==> config.mk <==
export PLATFORM = sky130hd
export DESIGN_NAME = sstf_seek_total_top
export DESIGN_NICKNAME = d
export VERILOG_FILES = /design/src/rtl/sstf_pkg.sv /design/src/rtl/sstf_seek_total_top.sv /design/src/rtl/sstf_cell.sv /design/src/rtl/sstf_ctrl.sv
export SDC_FILE = /design/constraint.sdc
export NUM_CORES = 2
export LEC_CHECK = 0
export BUFFER_PORTS_ARGS = -buffer_cell sky130_fd_sc_hd__buf_4
export CAP_MARGIN = 5
export CORE_ASPECT_RATIO = 0.5
export CORE_MARGIN = 5
export CORE_UTILIZATION = 51
export DETAILED_ROUTE_END_ITERATION = 7
export PLACE_DENSITY_LB_ADDON = 0.08
export SYNTH_ARGS = -nofsm -noshare
export SYNTH_HDL_FRONTEND = slang
export SYNTH_SLANG_ARGS = --single-unit
==> constraint.sdc <==
create_clock -name aclk -period 12.3 [get_ports aclk]
set_input_delay 2.46 -clock aclk [delete_from_list [all_inputs] [get_ports aclk]]
set_output_delay 2.46 -clock aclk [all_outputs]
set_load 0.005 [all_outputs]
==> src/rtl/sstf_pkg.sv <==
package sstf_pkg;

    localparam int MAX_REQUESTS  = 32;
    localparam int CYLINDER_BITS = 16;

    localparam int IN_CYL_W = 16;
    localparam int HEAD_W   = 16;
    localparam int TOTAL_W  = 21;
    localparam int IDX_W    = $clog2(MAX_REQUESTS);
    localparam int CNT_W    = $clog2(MAX_REQUESTS + 1);
    localparam int ACC_W    = ((CYLINDER_BITS > TOTAL_W) ? CYLINDER_BITS : TOTAL_W) + 1;

    localparam int APB_ADDR_W = 3;
    localparam int APB_DATA_W = 32;

    localparam logic [TOTAL_W-1:0] TOTAL_MAX = '1;

    // register select, decoded from paddr[2]
    localparam logic REG_START_HEAD = 1'b0;

    typedef logic [CYLINDER_BITS-1:0] cyl_t;
    typedef logic [IDX_W-1:0]         idx_t;
    typedef logic [CNT_W-1:0]         cnt_t;

    typedef struct packed {
        logic found;
        cyl_t span;
        idx_t idx;
        cyl_t cyl;
    } sstf_link_t;

    typedef struct packed {
        logic wr_en;
        idx_t wr_idx;
        cyl_t wr_cyl;
        logic mark_en;
        idx_t mark_idx;
        logic clr;
        cyl_t head;
    } sstf_cell_ctrl_t;

    typedef enum logic {
        ST_LOAD,
        ST_SWEEP
    } sstf_state_t;

endpackage

==> src/rtl/sstf_seek_total_top.sv <==
// Load: one request transaction per cycle while loading.
// Schedule: each pick waits for a full sweep of the chain (the nearest-request search ripples
// one cell per cycle down the chain); a batch of k stored requests shows its result
// after k picks and one extra sweep that finds none left.
// The next batch may load while the result waits on the output register.
// Reset (aresetn low, synchronous) clears control, counts, flags; stored cylinders are kept.
module sstf_seek_total_top
    import sstf_pkg::*;
(
    input  logic                  aclk,
    input  logic                  aresetn,
    input  logic                  s_valid,
    output logic                  s_ready,
    input  logic [IN_CYL_W-1:0]   s_cylinder,
    input  logic                  s_last,
    output logic                  m_valid,
    input  logic                  m_ready,
    output logic [TOTAL_W-1:0]    m_total_movement,
    output logic                  m_overflow,
    input  logic                  psel,
    input  logic                  penable,
    input  logic                  pwrite,
    input  logic [APB_ADDR_W-1:0] paddr,
    input  logic [APB_DATA_W-1:0] pwdata,
    output logic [APB_DATA_W-1:0] prdata,
    output logic                  pready
);

    logic [HEAD_W-1:0] start_head_reg, start_head_next;
    logic              reg_sel;
    logic              cfg_wr;

    sstf_cell_ctrl_t cell_ctrl;
    sstf_link_t      link [MAX_REQUESTS+1];

    always_comb begin
        reg_sel         = paddr[APB_ADDR_W-1];
        cfg_wr          = psel && penable && pwrite;
        start_head_next = start_head_reg;
        if (cfg_wr && (reg_sel == REG_START_HEAD)) begin
            start_head_next = pwdata[HEAD_W-1:0];
        end
        unique case (reg_sel)
            REG_START_HEAD: prdata = APB_DATA_W'(start_head_reg);
            default:        prdata = '0;
        endcase
    end

    assign pready = 1'b1;

    always_ff @(posedge aclk) begin
        if (!aresetn) begin
            start_head_reg <= '0;
        end else begin
            start_head_reg <= start_head_next;
        end
    end

    assign link[0] = '0;

    for (genvar g = 0; g < MAX_REQUESTS; g++) begin : g_cell
        sstf_cell u_cell (
            .aclk     (aclk),
            .aresetn  (aresetn),
            .cell_idx (IDX_W'(g)),
            .ctrl     (cell_ctrl),
            .link_in  (link[g]),
            .link_out (link[g+1])
        );
    end

    sstf_ctrl u_ctrl (
        .aclk             (aclk),
        .aresetn          (aresetn),
        .s_valid          (s_valid),
        .s_ready          (s_ready),
        .s_cylinder       (s_cylinder),
        .s_last           (s_last),
        .m_valid          (m_valid),
        .m_ready          (m_ready),
        .m_total_movement (m_total_movement),
        .m_overflow       (m_overflow),
        .start_head       (start_head_reg),
        .pick             (link[MAX_REQUESTS]),
        .cell_ctrl        (cell_ctrl)
    );

endmodule

==> src/rtl/sstf_cell.sv <==
module sstf_cell
    import sstf_pkg::*;
(
    input  logic            aclk,
    input  logic            aresetn,
    input  idx_t            cell_idx,
    input  sstf_cell_ctrl_t ctrl,
    input  sstf_link_t      link_in,
    output sstf_link_t      link_out
);

    logic       occ_reg, occ_next;
    logic       served_reg, served_next;
    cyl_t       cyl_reg, cyl_next;
    sstf_link_t link_reg, link_next;

    cyl_t span;
    logic cand;
    logic better;
    logic wr_hit;
    logic mark_hit;

    always_comb begin
        span     = (cyl_reg >= ctrl.head) ? (cyl_reg - ctrl.head) : (ctrl.head - cyl_reg);
        cand     = occ_reg & ~served_reg;
        // strict compare: an earlier cell keeps a tie
        better   = cand && (!link_in.found || (span < link_in.span));
        wr_hit   = ctrl.wr_en && (ctrl.wr_idx == cell_idx);
        mark_hit = ctrl.mark_en && (ctrl.mark_idx == cell_idx);

        if (better) begin
            link_next.found = 1'b1;
            link_next.span  = span;
            link_next.idx   = cell_idx;
            link_next.cyl   = cyl_reg;
        end else begin
            link_next = link_in;
        end

        occ_next    = occ_reg;
        served_next = served_reg;
        cyl_next    = cyl_reg;
        if (ctrl.clr) begin
            occ_next    = 1'b0;
            served_next = 1'b0;
        end else if (wr_hit) begin
            occ_next    = 1'b1;
            served_next = 1'b0;
            cyl_next    = ctrl.wr_cyl;
        end else if (mark_hit) begin
            served_next = 1'b1;
        end
    end

    always_ff @(posedge aclk) begin
        if (!aresetn) begin
            occ_reg    <= 1'b0;
            served_reg <= 1'b0;
        end else begin
            occ_reg    <= occ_next;
            served_reg <= served_next;
        end
    end

    always_ff @(posedge aclk) begin
        cyl_reg  <= cyl_next;
        link_reg <= link_next;
    end

    assign link_out = link_reg;

endmodule

==> src/rtl/sstf_ctrl.sv <==
module sstf_ctrl
    import sstf_pkg::*;
(
    input  logic                aclk,
    input  logic                aresetn,
    input  logic                s_valid,
    output logic                s_ready,
    input  logic [IN_CYL_W-1:0] s_cylinder,
    input  logic                s_last,
    output logic                m_valid,
    input  logic                m_ready,
    output logic [TOTAL_W-1:0]  m_total_movement,
    output logic                m_overflow,
    input  logic [HEAD_W-1:0]   start_head,
    input  sstf_link_t          pick,
    output sstf_cell_ctrl_t     cell_ctrl
);

    sstf_state_t state_reg, state_next;

    cnt_t               count_reg, count_next;
    cnt_t               sweep_reg, sweep_next;
    cyl_t               head_reg, head_next;
    logic [TOTAL_W-1:0] sum_reg, sum_next;
    logic               dropped_reg, dropped_next;
    logic               m_valid_reg, m_valid_next;
    logic [TOTAL_W-1:0] m_total_reg, m_total_next;
    logic               m_overflow_reg, m_overflow_next;

    logic             accept;
    logic             full;
    logic             sweep_done;
    logic             take_pick;
    logic             finish;
    logic [ACC_W-1:0] acc;

    always_comb begin
        full       = (count_reg == CNT_W'(MAX_REQUESTS));
        sweep_done = (state_reg == ST_SWEEP) && (sweep_reg == CNT_W'(MAX_REQUESTS));
        take_pick  = sweep_done && pick.found;
        finish     = sweep_done && !pick.found && (!m_valid_reg || m_ready);
        accept     = s_valid && (state_reg == ST_LOAD);
        acc        = ACC_W'(sum_reg) + ACC_W'(pick.span);
    end

    always_comb begin
        state_next = state_reg;
        unique case (state_reg)
            ST_LOAD: begin
                if (s_valid && s_last) begin
                    state_next = ST_SWEEP;
                end
            end
            ST_SWEEP: begin
                if (finish) begin
                    state_next = ST_LOAD;
                end
            end
            default: state_next = ST_LOAD;
        endcase
    end

    always_comb begin
        s_ready         = (state_reg == ST_LOAD);
        count_next      = count_reg;
        dropped_next    = dropped_reg;
        head_next       = head_reg;
        sum_next        = sum_reg;
        sweep_next      = sweep_reg;
        m_valid_next    = m_valid_reg;
        m_total_next    = m_total_reg;
        m_overflow_next = m_overflow_reg;

        if (accept) begin
            if (full) begin
                dropped_next = 1'b1;
            end else begin
                count_next = count_reg + 1'b1;
            end
            if (s_last) begin
                head_next = CYLINDER_BITS'(start_head);
                sum_next  = '0;
            end
        end

        if (state_reg == ST_LOAD) begin
            sweep_next = '0;
        end else if (take_pick) begin
            sweep_next = '0;
        end else if (!sweep_done) begin
            sweep_next = sweep_reg + 1'b1;
        end

        if (take_pick) begin
            head_next = pick.cyl;
            sum_next  = (acc > ACC_W'(TOTAL_MAX)) ? TOTAL_MAX : TOTAL_W'(acc);
        end

        if (m_valid_reg && m_ready) begin
            m_valid_next = 1'b0;
        end
        if (finish) begin
            m_valid_next    = 1'b1;
            m_total_next    = sum_reg;
            m_overflow_next = dropped_reg;
            count_next      = '0;
            dropped_next    = 1'b0;
        end

        cell_ctrl.wr_en    = accept && !full;
        cell_ctrl.wr_idx   = count_reg[IDX_W-1:0];
        cell_ctrl.wr_cyl   = CYLINDER_BITS'(s_cylinder);
        cell_ctrl.mark_en  = take_pick;
        cell_ctrl.mark_idx = pick.idx;
        cell_ctrl.clr      = finish;
        cell_ctrl.head     = head_reg;
    end

    always_ff @(posedge aclk) begin
        if (!aresetn) begin
            state_reg   <= ST_LOAD;
            count_reg   <= '0;
            sweep_reg   <= '0;
            head_reg    <= '0;
            sum_reg     <= '0;
            dropped_reg <= 1'b0;
            m_valid_reg <= 1'b0;
        end else begin
            state_reg   <= state_next;
            count_reg   <= count_next;
            sweep_reg   <= sweep_next;
            head_reg    <= head_next;
            sum_reg     <= sum_next;
            dropped_reg <= dropped_next;
            m_valid_reg <= m_valid_next;
        end
    end

    always_ff @(posedge aclk) begin
        m_total_reg    <= m_total_next;
        m_overflow_reg <= m_overflow_next;
    end

    assign m_valid          = m_valid_reg;
    assign m_total_movement = m_total_reg;
    assign m_overflow       = m_overflow_reg;

endmodule

# Word-level counts from Yosys, hierarchy flattened
# Cells that the tools add are included.
[word_totals]
register_bits = 1882
out_inout_bits = 57
[op_classes]
n_reduce_logical = 246
muxes = 77
bitwise_logic = 69
n_lt_le_gt_ge = 64
n_eq_ne = 64
addsub = 67
[ops]
columns = ["op", "n"]
rows = [
  ["$mux 37", 31],
  ["$sub 16x16->16", 64],
  ["$mux 16", 36],
  ["$ge 16x16->1", 32],
  ["$lt 16x16->1", 31],
  ["$eq 5x5->1 const B", 32],
  ["$logic_and 1x1->1", 106],
  ["$reduce_or 3->1", 33],
  ["$mux 21", 4],
  ["$eq 5x4->1 const B", 16],
  ["$reduce_and 2->1", 35],
  ["$eq 5x3->1 const B", 8],
  ["$mux 38", 1],
  ["$not 1->1", 37],
  ["$logic_not 1->1", 34],
  ["$and 1x1->1", 32],
  ["$logic_or 1x1->1", 32],
  ["$add 21x16->22", 1],
  ["$gt 22x21->1 const B", 1],
  ["$eq 5x2->1 const B", 4],
  ["$add 6x1->6 const B", 2],
  ["$eq 6x6->1 const B", 2],
  ["$eq 5x1->1 const B", 2],
  ["$logic_not 5->1", 2],
  ["4 further kinds", 9],
]

# Longest topological paths before layout
[depth]
word_depth = 6
mapped_depth = 26
ltp_nobuf = 22

# By module
# From an unflattened synthesis, not the netlist that was laid out.
[hier_totals]
hier_cells = 15019
hier_area_um2 = 131982.8
[by_module_without_submodules]
columns = ["mod", "area_each_um2", "cells_per_inst", "n_inst"]
rows = [
  ["sstf_cell (g_cell[12].u_cell ...)", 4122.7, 504, 13],
  ["sstf_cell (g_cell[29].u_cell ...)", 3807.4, 420, 8],
  ["sstf_cell (g_cell[0].u_cell ...)", 3943.8, 425, 6],
  ["sstf_cell (g_cell[3].u_cell ...)", 3833.7, 393, 3],
  ["sstf_ctrl", 4001.3, 423, 1],
  ["sstf_cell (g_cell[28].u_cell)", 3935.0, 424, 1],
  ["sstf_cell (g_cell[11].u_cell)", 3921.3, 425, 1],
  ["sstf_seek_total_top", 907.1, 106, 1],
]

# Worst setup path after synthesis
# No wires, ideal clock.
[synth_path]
path_kind = "flip-flop to flip-flop"
from = "reg u_ctrl.head_reg[1]"
to = "reg g_cell[28].u_cell.link_reg, in the netlist g_cell[28].u_cell.link_out[34]"
t_arrival_ns = 10.000
stages_incl_launch_ff = 23
slack_ns = 2.185
period_less_slack_ns = 10.115
t_required_ns = 12.184
cell_sequence = "dfxtp_1 inv_1 fa_1 a21o_1 a21o_1 a2111oi_4 o31ai_1 nand3b_4 a41oi_4 buf_6 mux2_2 ha_1 a21boi_0 o21a_1 o21ai_0 a21oi_1 o41ai_1 o21ai_0 a311oi_1 clkbuf_1 clkbuf_1 nor2_1 a31o_1"
[synth_rtl]
columns = ["element", "line", "source"]
rows = [
  ["from (decl)", "sstf_ctrl.sv:23", "cyl_t head_reg, head_next;"],
  ["from (signal assigned)", "sstf_ctrl.sv:132", "head_reg <= head_next;"],
  ["to (signal assigned)", "sstf_cell.sv:67", "link_reg <= link_next;"],
  ["to (decl)", "sstf_cell.sv:15", "sstf_link_t link_reg, link_next;"],
]

==> flow_metrics.env <==
export IMPL_status="finished clean"
export IMPL_dr_pass1_iters=6
export IMPL_synth_seq_cells=1851
export IMPL_synthDistinctLibCells=120
export IMPL_fp_row_count=125
export IMPL_async_flop_share=0
export IMPL_post_dp_cell_area_mm2=0.123
export IMPL_gp_congestion=0.962
export IMPL_synth_edf_count=534
export IMPL_clk_pin_slew_ns=0.07
export IMPL_io_buffers=80
export IMPL_final_cell_area_mm2=0.129
export IMPL_fin_crit_ns=7.92
export IMPL_drv_cap=0
export IMPL_max_vdd_ir_drop_mv=0.131
export IMPL_cts_sinks=1851
export IMPL_start_util=0.512
export IMPL_cp_arrival_ns=8.58
export IMPL_critical_path_top_delay_family="compound AO/OA/AOI/OAI gates"
export IMPL_grt_overflow=0
export IMPL_yosys_warnings=0
export IMPL_drive_gt1_frac=0.106
export IMPL_clock_root_buffer="clkbuf_16"
export IMPL_tns_ns=0
export IMPL_wl_per_cell_um=26.1
export IMPL_hold_buffers=0
export IMPL_min_path_type="register to register"
export IMPL_fin_skew_ns=0.0643
export IMPL_area_growth_pct=8.42
export IMPL_cts_resized=0
export IMPL_crit_chain="clkinv_2 -> buf_4 -> buf_4 -> ha_1 -> a21o_1 -> a21o_1 -> a21oi_2 -> a21oi_2 -> o22ai_2 -> mux2i_1 -> or4_1 -> xor2_1 -> ha_1 -> and4_1 -> nand2_1 -> a21oi_1 -> o211ai_1 -> a21oi_1 -> or2_2 -> o21ai_0"
export IMPL_hold_end="g_cell[3].u_cell.link_out[17]"
export IMPL_r2r_end="g_cell[7].u_cell.link_out[8]"
export IMPL_grt_pass1_wl_um=601000
export IMPL_rsz0062_at_grt="false"
export IMPL_drt_iter0_markers=10300
export IMPL_drc=0
export IMPL_cts_made_buffers=182
export IMPL_start_kind="register"
export IMPL_whs_path_depth=1
export IMPL_grt_pass1_vias=89800
export IMPL_die_area_mm2=0.243
export IMPL_reg2reg_slack_ns=4.38
export IMPL_fin_crit_sh=0.644
export IMPL_p_per_area_mw_per_mm2=118
export IMPL_r2r_cells=20
export IMPL_post_dp_hpwl_um=307000
export IMPL_via_per_inst=5.97
export IMPL_cts_post_setup_buffers_inserted=0
export IMPL_netlist_area_mm2=0.119
export IMPL_fmax_mhz=126
export IMPL_cp_num_buf_inv=3
export IMPL_io_pins=116
export IMPL_synth_top_cells_by_count="1481 x ha_1, 1317 x dfxtp_1, 1315 x inv_1, 930 x nand2_1, 914 x a21oi_1"
export IMPL_worst_slew_pin_transition_ns=1.20
export IMPL_via_count=95200
export IMPL_yosysTopAreaCell="dfxtp_1"
export IMPL_core_mm2=0.232
export IMPL_power_leakage_nw=56.9
export IMPL_synth_top_area_share=0.222
export IMPL_grt_max_degree=63
export IMPL_final_fill_count=21000
export IMPL_routed_wl_um=417000
export IMPL_synth_flop_cell="dfxtp_1"
export IMPL_required_ns=12.96
export IMPL_yosysSeqAreaShare=0.357
export IMPL_critPathMaxStageDelay_ns=0.88
export IMPL_slew_headroom=0.203
export IMPL_synth_most_common_cell="ha_1"
export IMPL_cts_tree="yes"
export IMPL_crit_type="register to register"
export IMPL_syn_area_per_cell_um2=9.29
export IMPL_final_nets=14300
export IMPL_htreeDepth=4
export IMPL_die_x_um=692
export IMPL_hold_viol=0
export IMPL_antenna_found_initial=36
export IMPL_die_height_um=351
export IMPL_ant_nets=0
export IMPL_synth_area_leaders="dfxtp_1 22%, ha_1 16%, edfxtp_1 14%"
export IMPL_crit_fanout=43
export IMPL_power_mw=15.2
export IMPL_grt_usage=0.331
export IMPL_startpoint="u_ctrl.head_reg[2]"
export IMPL_cts_path_max_buffers=4
export IMPL_synth_cells=12800
export IMPL_setup_viol=0
export IMPL_timing_final_max_slew_violations=0
export IMPL_insertion_delay_ns=0.90
export IMPL_r2r_start="u_ctrl.head_reg[2]"
export IMPL_slowest_stage="dfxtp_4"
export IMPL_largest_register_ffs=1185
export IMPL_min_delay_start="g_cell[2].u_cell.link_out[17]"
export IMPL_cp_end_kind="register"
metrics by stage:
step	std cells	util	hold slack (ns)	setup WS (ns)
floorplan	12800	-	0.386	2.18
global placement	15600	0.529	0.390	4.58
detailed placement	15600	0.529	0.395	4.51
CTS	15900	0.555	0.395	4.48
global route	15900	0.555	0.413	4.00
finish	16000	0.555	0.394	4.38
how the worst max path moves through the flow:
stage	end	slack [ns]	depth (start not counted)
6_report	g_cell[7].u_cell.link_out[8]	4.38	20
2_1_floorplan	g_cell[28].u_cell.link_out[34]	2.18	22
4_1_cts	g_cell[7].u_cell.link_out[34]	4.48	21
3_5_place_dp	g_cell[7].u_cell.link_out[34]	4.51	21
5_1_grt	g_cell[15].u_cell.link_out[11]	4.00	20
3_3_place_gp	g_cell[7].u_cell.link_out[34]	4.58	21
final cells by class:
class                           instances  area, um^2  share of cell area
Multi-Input combinational cell       9106       69500               0.540
Sequential cell                      1851       42500               0.330
Clock buffer                          248        5350              0.0416
Inverter                             1323        5000              0.0388
Tap cell                             3111        3890              0.0302
Timing Repair Buffer                  224        1720              0.0134
Clock inverter                         80         798             0.00620
Antenna cell                           10        25.0            0.000194
worst reg2reg max path, stage by stage (launching register included):
cell      delay, ns
dfxtp_4        0.88
clkinv_2       0.54
buf_4          0.48
buf_4          0.42
ha_1           0.52
a21o_1         0.22
a21o_1         0.22
a21oi_2        0.21
a21oi_2        0.11
o22ai_2        0.71
mux2i_1        0.22
or4_1          0.62
xor2_1         0.20
ha_1           0.31
and4_1         0.20
nand2_1        0.06
a21oi_1        0.33
o211ai_1       0.17
a21oi_1        0.25
or2_2          0.70
o21ai_0        0.35
where the power goes:
| part | switching (mW) | leakage [nW] | internal [mW] |
|---|---|---|---|
| sequential | 0.383 | 15.6 | 6.91 |
| clock | 2.61 | 3.02 | 3.32 |
| combinational | 1.18 | 38.3 | 0.835 |
| total | 4.17 | 56.9 | 11.1 |
placed cells by master (no fill, tap or decap), types with 282 or more instances in the layout:
cell / count
a21o_1: 537
a21oi_1: 909
dfxtp_1: 1302
edfxtp_1: 534
ha_1: 1481
inv_1: 1299
mux2_2: 618
nand2_1: 926
nor2_1: 553
o21ai_0: 770
xnor2_1: 282
cells by family after synthesis:
group / synth area share
muxes: 0.0819
AOI/OAI and AO/OA: 0.192
buffers and inverters: 0.0603
xor gates and xnor gates: 0.0329
adders and majority gates: 0.167
and+or+nand+nor: 0.109
other: 0.0000632
DFF: 0.357
metal layers:
metal  vias to the layer above  wire (um)  global-route usage
met5                         -          0                   0
met4                         0      15900               0.113
met3                       642      34800              0.0601
met2                      3606     173000               0.493
met1                     46000     194000               0.482
li1                      45000          -                   -
(Power assumes the default switching activity.)
